$ cat config.mk
export PLATFORM = sky130hd
export DESIGN_NAME = ssal_cell
export DESIGN_NICKNAME = d
export VERILOG_FILES = /design/src/hdl/ssal_pkg.sv /design/src/hdl/ssal_cell.sv
export SDC_FILE = /design/constraint.sdc
export NUM_CORES = 1
export LEC_CHECK = 0
export ABC_CLOCK_PERIOD_IN_PS = 1700
export BUFFER_PORTS_ARGS = -buffer_cell sky130_fd_sc_hd__buf_4
export CAP_MARGIN = 20
export CORE_MARGIN = 5
export CORE_UTILIZATION = 39
export DETAILED_ROUTE_END_ITERATION = 16
export PLACE_DENSITY = 0.8
export SKIP_LAST_GASP = 1
export SLEW_MARGIN = 15
export SYNTH_ARGS = -nofsm -noshare
export SYNTH_HDL_FRONTEND = slang
export SYNTH_SLANG_ARGS = --single-unit
$ cat constraint.sdc
create_clock -name clk -period 1.7 [get_ports clk]
set_clock_uncertainty 0.05 [all_clocks]
set_input_delay 0.085 -clock clk [delete_from_list [all_inputs] [get_ports clk]]
set_output_delay 0.085 -clock clk [all_outputs]
set_load 0.02 [all_outputs]
$ cat src/hdl/ssal_pkg.sv
`default_nettype none
package ssal_pkg;

	localparam int TABLE_DEPTH = 128;
	localparam int ADDR_W      = 32;
	localparam int ETYPE_W     = 16;
	localparam int COUNT_OUT_W = 8;
	localparam int CNT_W       = $clog2(TABLE_DEPTH + 1);
	localparam int GRP         = 8;
	localparam int NGRP        = (TABLE_DEPTH + GRP - 1) / GRP;

	localparam int REG_IDX_W   = 4;
	localparam int REG_DATA_W  = 32;

	localparam logic [ETYPE_W-1:0] ETHERTYPE_IPV4 = 16'h0800;

	localparam logic [REG_IDX_W-1:0] REG_SUBNET_BASE = 4'd0;
	localparam logic [REG_IDX_W-1:0] REG_SUBNET_MASK = 4'd1;

	localparam logic [ADDR_W-1:0] SUBNET_BASE_RST = 32'hC0A8_E200;
	localparam logic [ADDR_W-1:0] SUBNET_MASK_RST = 32'hFFFF_FF00;

	typedef enum logic [1:0] {
		ST_IDLE,
		ST_CMP,
		ST_RED,
		ST_FIN
	} ssal_state_t;

endpackage
`default_nettype wire

$ cat src/hdl/ssal_cell.sv
`default_nettype none
module ssal_cell
	import ssal_pkg::*;
(
	input  wire logic              clk,
	input  wire logic              arst_n,
	input  wire logic              shift_en,
	input  wire logic [ADDR_W-1:0] prev_entry,
	input  wire logic [ADDR_W-1:0] key,
	input  wire logic              slot_valid,
	output logic      [ADDR_W-1:0] entry,
	output logic                   hit_s2
);

	logic [ADDR_W-1:0] entry_q;

	// on insert each cell takes prev_entry: its left neighbor's word, or the key for cell 0
	always_ff @(posedge clk) begin
		if (shift_en) begin
			entry_q <= prev_entry;
		end
	end

	always_ff @(posedge clk or negedge arst_n) begin
		if (!arst_n) begin
			hit_s2 <= 1'b0;
		end else begin
			hit_s2 <= slot_valid && (entry_q == key);
		end
	end

	assign entry = entry_q;

endmodule
`default_nettype wire

==> out/metrics.yaml <==
grt.overflow.total: 0
multiInputGateArea_um2: 355
drt.antenna.violating_nets: 0
ys_ff_latch: 33
netlist-cell-type-count: 9
clock-sinks: 33
status: "finished clean"
slew_headroom: 0.731
post_cts_resized: 0
utilization: 0.762
p_leak_uw: 0.00112
r2r-start: "entry[15]$_DFFE_PP_"
yosysTopAreaCell: "edfxtp_1"
fmax_mhz: 667
min_period_ns: 1.50
ir_drop_uv: 561
dpl.cell_count: 223
synth_top_area_frac: 0.716
powerDensity_nw_per_um2: 736
reg2reg_slack_ns: 0.20
grt_pass1_vias: 1404
ios: 101
grt_setup_unrepaired: "no"
cts_tree: "built"
clock-root-buffer: "clkbuf_4"
n_antenna_cell: 0
coreArea_um2: 3340
reg2reg_depth: 4
ys_warn_count: 0
vias: 1208
die_x_um: 68.6
final_layout_size_suffix_gt1_frac: 0.493
drv_cap: 0
synthToLayoutAreaGrowth_pct: 89.5
clock_latency_ns: 0.32
grt_usage: 0.192
setup_tns_ns: 0
setup_violations: 0
hpwlAfterDp_um: 2910
cts_inserted_buffers: 5
hold_violations: 0
worst_ep_arrival_time_ns: 1.69
period_share: 0.882
ys_seq_area_frac: 0.735
floorplan.initialDensity: 0.402
ctsHoldBuffers: 34
clock_path_buffers: 2
routed_via_density: 4.56
die_h_um: 68.6
wl_per_cell_um: 16.3
die_area_um2: 4710
post-cts-setup-buffer-count: 0
synth_area_per_cell_um2: 17.4
final_common_cell: "buf_4"
routed_wirelength_um: 4310
r2r-end: "hit_s2$_DFF_PN0_"
maxSlewViolCount: 0
critPathMaxFanout: 2
area.sequential_um2: 986
required_ns: 1.89
syn-cell-area_um2: 1340
syn_nets: 145
nets: 286
layout.cells.non_filler: 265
portBuffers: 100
antenna_found_initial: 0
grt_pass1_wl_um: 6310
start_kind: "flip-flop"
path_clk_slew_ns: 0.10
critPathCaptureType: "flip-flop"
cts_max_level: 2
drc_errors: 0
gp_congestion: 0.731
worstMarginPinSlew_ns: 0.404
first_pass_iters: 4
min_path_type: "in -> async"
dr.first_iter.drc_count: 26
grt_max_degree: 33
synthCells: 77
final_cell_mix: "100 x buf_4, 34 x dlygate4sd3_1, 32 x edfxtp_1"
yosys-top-cells-area: "edfxtp_1 72%, xor2_1 20%, nor4_1 3.3%"
rows: 21
nFillCells: 192
critPathKind: "reg -> reg"
registers in the layout, indices dropped and copies added, names as in the netlist:
| signal | cells |
|---|---|
| entry | 32 |
| hit_s2 | 1 |
power by group:
| part | switching, uW | total (uW) | internal [uW] | leakage [uW] |
|---|---|---|---|---|
| sequential | 46.8 | 1010 | 964 | 0.000327 |
| combinational | 192 | 453 | 261 | 0.000763 |
| clock | 248 | 406 | 157 | 0.0000320 |
worst max-delay path, cell delays in order (launching register included):
cell and delay, ns:
edfxtp_1 0.44, xor2_1 0.17, nor4_1 0.39, nand4_1 0.17, nor3_2 0.19
per-stage QoR:
| step | power, uW | cell area [um2] | worst slack [ns] | hold slack, ns |
|---|---|---|---|---|
| global placement | 1400 | 2150 | 0.271 | -0.182 |
| floorplan | 1160 | 1340 | 0.354 | -0.261 |
| finish | 1870 | 2540 | 0.201 | 0.0366 |
| CTS | 1890 | 2540 | 0.196 | 0.00878 |
| detailed placement | 1420 | 2150 | 0.250 | -0.188 |
| global route | 1960 | 2540 | 0.101 | 0.0205 |
area by class of cell:
| type | instances | share of cell area |
|---|---|---|
| Multi-Input combinational cell | 44 | 0.140 |
| Timing Repair Buffer | 134 | 0.429 |
| Clock inverter | 2 | 0.00394 |
| Clock buffer | 6 | 0.0162 |
| Sequential cell | 33 | 0.388 |
| Tap cell | 46 | 0.0226 |
synth_stat cells, drive strengths merged:
master	count
xor2	31
nor4	7
nand3	2
nor3	2
edfxtp	32
nand4	1
dfrtp	1
xnor2	1
cell families (layout without fill, tap and decap cells):
family        Yosys count  after routing  synth area share
buf+inv                 0            142                 0
flops                  33             33             0.735
xor+xnor               32             32             0.209
simple gates           12             12            0.0560
worst max-delay path by stage:
stage / slack [ns] / end / cells after the start / start
after floorplan: 0.35 / hit_s2$_DFF_PN0_ / 4 / entry[15]$_DFFE_PP_
after global placement: 0.27 / hit_s2$_DFF_PN0_ / 4 / entry[30]$_DFFE_PP_
after detailed placement: 0.25 / hit_s2$_DFF_PN0_ / 4 / entry[15]$_DFFE_PP_
after CTS: 0.20 / hit_s2$_DFF_PN0_ / 4 / entry[15]$_DFFE_PP_
after global routing: 0.10 / hit_s2$_DFF_PN0_ / 4 / entry[15]$_DFFE_PP_
final: 0.20 / hit_s2$_DFF_PN0_ / 4 / entry[15]$_DFFE_PP_
per-layer routing:
| metal | global-route usage | wire length [um] | vias up | part of all wire |
|---|---|---|---|---|
| met5 | 0 | 0 | - | 0 |
| met4 | 0.0893 | 80 | 0 | 0.019 |
| met3 | 0.100 | 518 | 8 | 0.12 |
| met2 | 0.348 | 2290 | 75 | 0.53 |
| met1 | 0.174 | 1420 | 558 | 0.33 |
| li1 | - | - | 567 | - |
(Power assumes the default switching activity.)
